$ cat config.mk
export PLATFORM = sky130hd
export DESIGN_NAME = crbi_div
export DESIGN_NICKNAME = d
export VERILOG_FILES = /design/src/rtl/crbi_pkg.sv /design/src/rtl/crbi_div.sv
export SDC_FILE = /design/constraint.sdc
export NUM_CORES = 1
export LEC_CHECK = 0
export BUFFER_PORTS_ARGS = -buffer_cell sky130_fd_sc_hd__buf_2
export CAP_MARGIN = 15
export CORE_ASPECT_RATIO = 1.25
export CORE_MARGIN = 2
export CORE_UTILIZATION = 52
export CTS_BUF_LIST = sky130_fd_sc_hd__clkbuf_4
export CTS_CLUSTER_SIZE = 16
export DETAILED_ROUTE_END_ITERATION = 10
export PLACE_DENSITY = 0.77
export SLEW_MARGIN = 20
export SYNTH_ARGS = -nofsm -noshare
export SYNTH_HDL_FRONTEND = slang
export SYNTH_SLANG_ARGS = --single-unit
$ cat constraint.sdc
create_clock -name clk_i -period 3.1 [get_ports clk_i]
set_input_delay 0.465 -clock clk_i [delete_from_list [all_inputs] [get_ports clk_i]]
set_output_delay 0.465 -clock clk_i [all_outputs]
set_load 0.02 [all_outputs]
$ cat src/rtl/crbi_pkg.sv
package crbi_pkg;

  // default sizes of the index
  localparam int MaxRecordsDef = 64;
  localparam int MaxRunsDef    = 16;

  localparam int SecsPerMin = 60;

  // field widths
  localparam int KeyW  = 28;
  localparam int IdxW  = 12;
  localparam int BlkW  = 16;
  localparam int BbW   = 24;
  localparam int ByteW = 32;
  localparam int CntW  = 33;

  // shared divider widths
  localparam int DivW = 40;
  localparam int DvsW = 25;

  // reset values of the configuration registers
  localparam logic [BlkW-1:0] TotalRst = 16'hFFFF;
  localparam logic [BbW-1:0]  BbRst    = 24'h010000;

  // result status codes
  localparam logic [1:0] StOk       = 2'd0;
  localparam logic [1:0] StNotFound = 2'd1;
  localparam logic [1:0] StTooLarge = 2'd2;
  localparam logic [1:0] StFull     = 2'd3;

  // configuration register indexes
  localparam logic [1:0] CfgTotal = 2'd0;
  localparam logic [1:0] CfgBlock = 2'd1;

  typedef struct packed {
    logic             action;
    logic [KeyW-1:0]  key;
    logic [IdxW-1:0]  idx;
    logic [ByteW-1:0] bytes;
  } item_t;

  typedef struct packed {
    logic [1:0]      status;
    logic [BlkW-1:0] first;
    logic [BlkW-1:0] last;
    logic [IdxW-1:0] ci;
  } res_t;

  typedef struct packed {
    logic            start;
    logic [DivW-1:0] dividend;
    logic [DvsW-1:0] divisor;
  } div_req_t;

  typedef struct packed {
    logic            done;
    logic [DivW-1:0] quot;
    logic [DvsW-1:0] rem;
  } div_rsp_t;

endpackage

$ cat src/rtl/crbi_div.sv
module crbi_div import crbi_pkg::*; (
  input  logic     clk_i,
  input  logic     rst_ni,
  input  div_req_t req_i,
  output div_rsp_t rsp_o
);

  localparam int CW = $clog2(DivW + 1);

  logic            busy_q;
  logic            done_q;
  logic [CW-1:0]   cnt_q;
  logic [DivW-1:0] num_q;
  logic [DvsW:0]   rem_q;
  logic [DvsW-1:0] dvs_q;
  logic [DvsW:0]   trial;
  logic            ge;

  // one quotient bit per cycle, restoring
  assign trial = {rem_q[DvsW-1:0], num_q[DivW-1]};
  assign ge    = trial >= {1'b0, dvs_q};

  always_ff @(posedge clk_i or negedge rst_ni) begin
    if (!rst_ni) begin
      busy_q <= 1'b0;
      done_q <= 1'b0;
      cnt_q  <= '0;
      num_q  <= '0;
      rem_q  <= '0;
      dvs_q  <= '0;
    end else begin
      done_q <= 1'b0;
      if (req_i.start) begin
        num_q  <= req_i.dividend;
        rem_q  <= '0;
        dvs_q  <= req_i.divisor;
        cnt_q  <= CW'(DivW);
        busy_q <= 1'b1;
      end else if (busy_q) begin
        num_q <= {num_q[DivW-2:0], ge};
        rem_q <= ge ? (trial - {1'b0, dvs_q}) : trial;
        cnt_q <= cnt_q - 1'b1;
        if (cnt_q == CW'(1)) begin
          busy_q <= 1'b0;
          done_q <= 1'b1;
        end
      end
    end
  end

  assign rsp_o.done = done_q;
  assign rsp_o.quot = num_q;
  assign rsp_o.rem  = rem_q[DvsW-1:0];

endmodule

==> flow_summary.json, run 1 <==
{
  "multi_input_comb_area_um2": 2980,
  "routed_wl_mm": 13.1,
  "rsz0062_at_grt": "no",
  "power_switching_w": 0.00203,
  "post-route-period-util_pct": 94.5,
  "dieArea_um2": 11900,
  "detail_route.iter0.violations": 214,
  "min_path_type": "in -> reg",
  "nNetsFinal": 839,
  "finalNonFillerCells": 880,
  "max_freq_ghz": 0.341,
  "p_leak_nw": 3.63,
  "crit_chain": "ha_1 -> nor2b_4 -> o31ai_4 -> a21oi_2 -> a311o_2 -> o32ai_4 -> o311ai_4 -> buf_12 -> a31o_1 -> mux2i_1 -> nor2_1",
  "cts.sinks": 98,
  "setup_viol": 0,
  "grt-ovfl-total": 0,
  "seqPwrFrac_pct": 33.3,
  "drc": 0,
  "yosys_most_used_dff": "dfrtp_1",
  "core_um2": 10700,
  "yosysSeqAreaShare_pct": 42.6,
  "worst_hold_slack_ps": 180,
  "intPower_w": 0.00293,
  "synthDistinctLibCells": 54,
  "cts_tree": "built",
  "register_area_um2": 2460,
  "wl_per_cell_um": 14.9,
  "clkSlewWorstSetupHoldPaths_ps": 170,
  "grt_pass1_wl_mm": 22.8,
  "cp.buffers_inverters": 1,
  "viasPerCell": 5.54,
  "place_area_um2": 6500,
  "synth_edf_count": 0,
  "cp.required_ps": 3440,
  "grt_usage_pct": 23.3,
  "antenna_found_initial": 0,
  "h-tree-depth": 3,
  "grt_pass1_vias": 5044,
  "cts_buffers": 9,
  "worstSetupPathType": "reg -> reg",
  "ir_worst_vdd_uv": 325,
  "dp_hpwl_mm": 9.84,
  "synthesis.nets": 720,
  "ys_ff_latch": 98,
  "slowest_delay_ps": 440,
  "worstMarginPinSlew_ps": 652,
  "swShare_pct": 41.0,
  "status": "completed",
  "ys_warn_count": 0,
  "fillCellCount": 940,
  "start_util_pct": 53.9,
  "cts_root_buf": "clkbuf_4",
  "design_area_um2": 6730,
  "cp_slowest_cell": "dfrtp_1",
  "path_delay_family": "compound AO/OA/AOI/OAI gates",
  "ys_async_sr_fraction_pct": 100,
  "syn_to_final_growth_pct": 17.0,
  "drive_gt1_share_pct": 23.5,
  "hold_viol": 0,
  "crit_fanout": 20,
  "io_pins": 134,
  "worstSkewPairLatency_ps": 470,
  "drv_slew": 0,
  "syn_inst": 624,
  "dp_worst_setup_slack_ps": 67.8,
  "startpoint_type": "register",
  "max_cap_viol_count": 0,
  "clockBufferDepth": 2,
  "port_buffers": 133,
  "maxSlewHeadroom_pct": 56.5,
  "insertedDiodeCount": 0,
  "ant_nets": 0,
  "rows": 42,
  "fin_tns_setup_ps": 0,
  "comb_power_share_pct": 49.0,
  "dr_total_vias": 4871,
  "end_kind": "register",
  "grt_max_degree": 70,
  "cp.arrival_ps": 3270,
  "post_cts_buffers": 0,
  "power_per_cell_area_nw_per_um2": 738,
  "gp_congestion": 0.981,
  "skew_ps": 19.9,
  "clockPowerShare_pct": 17.7,
  "fin_crit_ps": 2930,
  "dp_cells": 863,
  "worst_slack_ps": 171,
  "drt-pass1-iter-count": 4,
  "syn_area_um2": 5750,
  "die_h_um": 122,
  "die_x_um": 98.1,
  "postSynthAreaPerCell_um2": 9.22
}
==> routing by layer <==
| metal | vias up | wire length (µm) | global-route usage (%) |
|---|---|---|---|
| met5 | - | 0 | 0 |
| met3 | 26 | 740 | 4.88 |
| met2 | 135 | 6660 | 41.2 |
| met1 | 2304 | 5330 | 27.4 |
| met4 | 0 | 330 | 9.90 |
| li1 | 2406 | - | - |
==> final cells by class <==
class,instances,share of cell area (%)
Tap cell,132,2.46
Clock inverter,7,1.82
Timing Repair Buffer,145,11.7
Clock buffer,9,1.00
Inverter,38,2.12
Sequential cell,98,36.5
Multi-Input combinational cell,451,44.4
==> worst register-to-register path, delay by kind of cell (launching register included) <==
family | cells | cell delay (ps)
AOI/OAI and AO/OA | 6 | 1420
adders and majority gates | 1 | 380
buffers and inverters | 1 | 210
DFF | 1 | 440
muxes | 1 | 140
and+or+nand+nor | 2 | 230
==> logic make-up after synthesis <==
logic type               after synthesis  share of synthesized area [%]
XOR/XNOR                              25                           3.81
AND/OR/NAND/NOR                      167                           12.5
flip-flops                            98                           42.6
adder cells (fa/ha/maj)               28                           6.22
AO/OA/AOI/OAI                        173                           19.1
buffers and inverters                 75                           5.55
multiplexers                          58                           10.1
==> cells in the mapped netlist (2+ instances only) <==
cell type / count / share of area [%]
dfrtp_1: 98 / 43
nand2_1: 84 / 5.5
o21ai_0: 76 / 6.6
mux2i_1: 57 / 9.9
nor2_1: 46 / 3.0
inv_1: 38 / 2.5
a21oi_1: 31 / 2.7
ha_1: 27 / 5.9
clkbuf_1: 25 / 1.6
a211oi_1: 23 / 3.0
xnor2_1: 17 / 2.6
nand3_1: 8 / 0.70
xor2_1: 8 / 1.2
nor3_1: 7 / 0.61
o21ai_1: 6 / 0.52
a21o_1: 5 / 0.65
nand4_1: 5 / 0.54
o21bai_1: 5 / 0.65
and3_1: 4 / 0.44
nand2b_1: 4 / 0.44
o21a_1: 4 / 0.52
buf_1: 3 / 0.20
buf_4: 3 / 0.39
buf_6: 3 / 0.59
a211o_1: 2 / 0.30
a21boi_0: 2 / 0.26
a21oi_2: 2 / 0.30
clkbuf_2: 2 / 0.17
nor2b_1: 2 / 0.22
nor4_1: 2 / 0.22
o211ai_1: 2 / 0.26
==> power by group through the flow <==
stage                     logic (W)  registers (W)  clock network, W
final                       0.00243        0.00165          0.000876
after global routing        0.00268        0.00168          0.000949
after CTS                   0.00238        0.00166          0.000900
after detailed placement    0.00236        0.00168                 0
after global placement      0.00228        0.00167                 0
after floorplan             0.00165        0.00184                 0
==> final timing paths <==
| path | from | to | slack [ps] | cells after the start |
|---|---|---|---|---|
| max | rem_q[1] | rem_q[4] | 170 | 11 |
| min | req_i[34] | num_q[9] | 180 | 3 |
| max reg2reg | rem_q[1] | rem_q[4] | 170 | 11 |
| min reg2reg | dvs_q[0] | dvs_q[0] | 540 | 1 |
| max in group asynchronous | rst_ni | num_q[21] | 1950 | 3 |
| min in group asynchronous | rst_ni | rem_q[9] | 470 | 2 |
==> sequential cells by signal (all words and copies together) (netlist names) <==
signal / cells
num_q: 40
dvs_q: 25
rem_q: 25
cnt_q: 6
busy_q: 1
done_q: 1
==> through the flow <==
stage	power, W	util [%]
floorplan	0.00348	-
global placement	0.00395	60.9
detailed placement	0.00404	60.9
global route	0.00532	63.1
CTS	0.00493	62.8
finish	0.00496	63.1
==> cells in the final DEF, fill, tap and decap left out, drive strengths merged, types with 8 or more instances in the layout <==
cell,instances
a211oi,24
a21oi,33
buf,144
clkbuf,9
dfrtp,98
ha,27
inv,41
mux2i,57
nand2,84
nand3,8
nor2,46
nor3,8
o21ai,82
xnor2,17
xor2,8
==> repair_timing <==
item / CTS / global route
hold endpoints to repair: 32 / 0
gates resized for setup: 0 / 9
endpoints found under the setup margin: 0 / 14
hold buffers: 1 / 0
Note: power is estimated with default switching activity, not from simulation.
==> inputs of run 2 (changes only) <==
Settings changed: CORE_UTILIZATION 52 to 45, PLACE_DENSITY 0.77 to 0.68.
==> flow_summary.json, run 2 (synthesis gave the netlist of run 1 again) <==
{
  "status": "completed",
  "gp_congestion": 0.913,
  "drv_slew": 0,
  "final_cell_mix": "buf_2, dfrtp_1, nand2_1, o21ai_0, mux2i_1",
  "rows": 46,
  "crit_fanout": 16,
  "ant_nets": 0,
  "comb_power_share_pct": 51.0,
  "grt-ovfl-total": 0,
  "grt_pass1_vias": 4907,
  "worstSetupPathType": "reg -> reg",
  "die_x_um": 105,
  "p_leak_nw": 3.62,
  "start_util_pct": 45.6,
  "die_h_um": 130,
  "startpoint_type": "register",
  "fillCellCount": 1190,
  "hold_viol": 0,
  "design_area_um2": 6740,
  "dp_hpwl_mm": 9.80,
  "grt_use_met3_pct": 4.76,
  "clockPowerShare_pct": 14.2,
  "grt-busiest-layer": "met2",
  "cts_buffers": 9,
  "nNetsFinal": 841,
  "h-tree-depth": 3,
  "worstSkewPairLatency_ps": 470,
  "cp.required_ps": 3480,
  "top_register": "num_q",
  "intPower_w": 0.00271,
  "min_path_type": "in -> reg",
  "maxSlewHeadroom_pct": 55.4,
  "setup_viol": 0,
  "fin_crit_ps": 2950,
  "grtUsageMet1_pct": 23.4,
  "grt_usage_pct": 20.1,
  "wl_per_cell_um": 14.4,
  "reg.largest.list": "num_q x40, dvs_q x25, rem_q x25",
  "seqPwrFrac_pct": 34.8,
  "worstMarginPinSlew_ps": 669,
  "drt-pass1-iter-count": 4,
  "cp.arrival_ps": 3340,
  "place_area_um2": 6540,
  "syn_to_final_growth_pct": 17.2,
  "dr_total_vias": 4840,
  "end_kind": "register",
  "io_pins": 134,
  "routed_wl_mm": 13.3,
  "power_switching_w": 0.00205,
  "port_buffers": 133,
  "detail_route.iter0.violations": 171,
  "drive_gt1_share_pct": 23.9,
  "use_met2_pct": 36.7,
  "swShare_pct": 43.0,
  "power_per_cell_area_nw_per_um2": 706,
  "largest_reg_flops": 40,
  "cp.buffers_inverters": 2,
  "grt_pass1_wl_mm": 22.6,
  "ir_worst_vdd_uv": 318,
  "crit_chain": "ha_1 -> nor2b_4 -> o31ai_4 -> a21oi_2 -> a311o_2 -> o32ai_4 -> o311ai_4 -> buf_8 -> buf_4 -> mux2i_1 -> a211oi_1",
  "cp_slowest_cell": "dfrtp_1",
  "clockBufferDepth": 2,
  "fin_util_pct": 53.5,
  "final_common_cell": "buf_2",
  "post-route-period-util_pct": 95.2,
  "dieArea_um2": 13700,
  "insertedDiodeCount": 0,
  "viasPerCell": 5.27,
  "clkSlewWorstSetupHoldPaths_ps": 180,
  "cts_root_buf": "clkbuf_4",
  "core_um2": 12600,
  "max_freq_ghz": 0.339,
  "slowest_delay_ps": 450,
  "path_delay_family": "compound AO/OA/AOI/OAI gates",
  "cts.sinks": 98,
  "max_cap_viol_count": 0,
  "cts_tree": "built",
  "antenna_found_initial": 0,
  "skew_ps": 22.5,
  "grt_max_degree": 63,
  "drc": 0
}
-- run 2: changes by cell type in the layout (fill, tap and decap cells not counted), sizes merged --
| cell | previous run | this run |
|---|---|---|
| clkinv | 1 | 5 |
| bufinv | 3 | 0 |
| buf | 144 | 146 |
| inv | 41 | 40 |
-- run 2: worst paths after layout --
check / startpoint / to / slack [ps] / cells after the start
max: rem_q[1] / rem_q[3] / 150 / 11
min in group asynchronous: rst_ni / dvs_q[11] / 540 / 2
min: req_i[39] / num_q[14] / 180 / 3
max in group asynchronous: rst_ni / rem_q[18] / 1810 / 3
max reg2reg: rem_q[1] / rem_q[3] / 150 / 11
min reg2reg: dvs_q[0] / dvs_q[0] / 540 / 1
-- run 2: worst register-to-register path: cells and delay by family (launching register included) --
kind,cells,cell delay [ps]
mux,1,110
buf+inv,2,350
simple gates,1,170
compound gates,6,1430
fa+ha+maj,1,380
flops,1,450
-- run 2: power groups by stage --
stage          clock network [W]  registers, W  logic, W
5_1_grt                 0.000746       0.00169   0.00268
3_3_place_gp                   0       0.00167   0.00230
2_1_floorplan                  0       0.00184   0.00165
3_5_place_dp                   0       0.00169   0.00235
6_report                0.000675       0.00166   0.00243
4_1_cts                 0.000706       0.00166   0.00236
-- run 2: per-stage QoR --
step	total power (W)	setup TNS (ps)	setup slack [ps]	std cells	hold WS (ps)
after global placement	0.00397	0	217	899	496
after detailed placement	0.00403	0	132	899	507
after global routing	0.00511	-0.655	-0.655	918	155
final	0.00476	0	147	918	179
after floorplan	0.00348	0	115	624	169
after CTS	0.00473	0	111	916	146
-- run 2: timing repair --
item / 4_1_cts / 5_1_grt
buffers inserted: 0 / 2
hold buffers: 1 / 0
setup endpoints to repair: 0 / 17
endpoints found under the hold margin: 5 / 0
gates resized for setup: 0 / 9
-- run 2: layout make-up --
type | instances | area, µm² | share of cell area, %
multi-input combinational | 451 | 2990 | 44.3
clock inverter | 7 | 76.3 | 1.13
tap | 168 | 210 | 3.12
clock buffer | 9 | 67.6 | 1.00
sequential | 98 | 2460 | 36.5
inverter | 38 | 143 | 2.12
timing repair buffer | 147 | 798 | 11.8
-- run 2: per-layer routing --
layer / part of all wire (%) / wire length (µm) / up-vias
met3: 5.6 / 739 / 21
met2: 51 / 6780 / 123
met1: 42 / 5570 / 2288
met5: 0 / 0 / -
li1: - / - / 2408
met4: 1.3 / 179 / 0
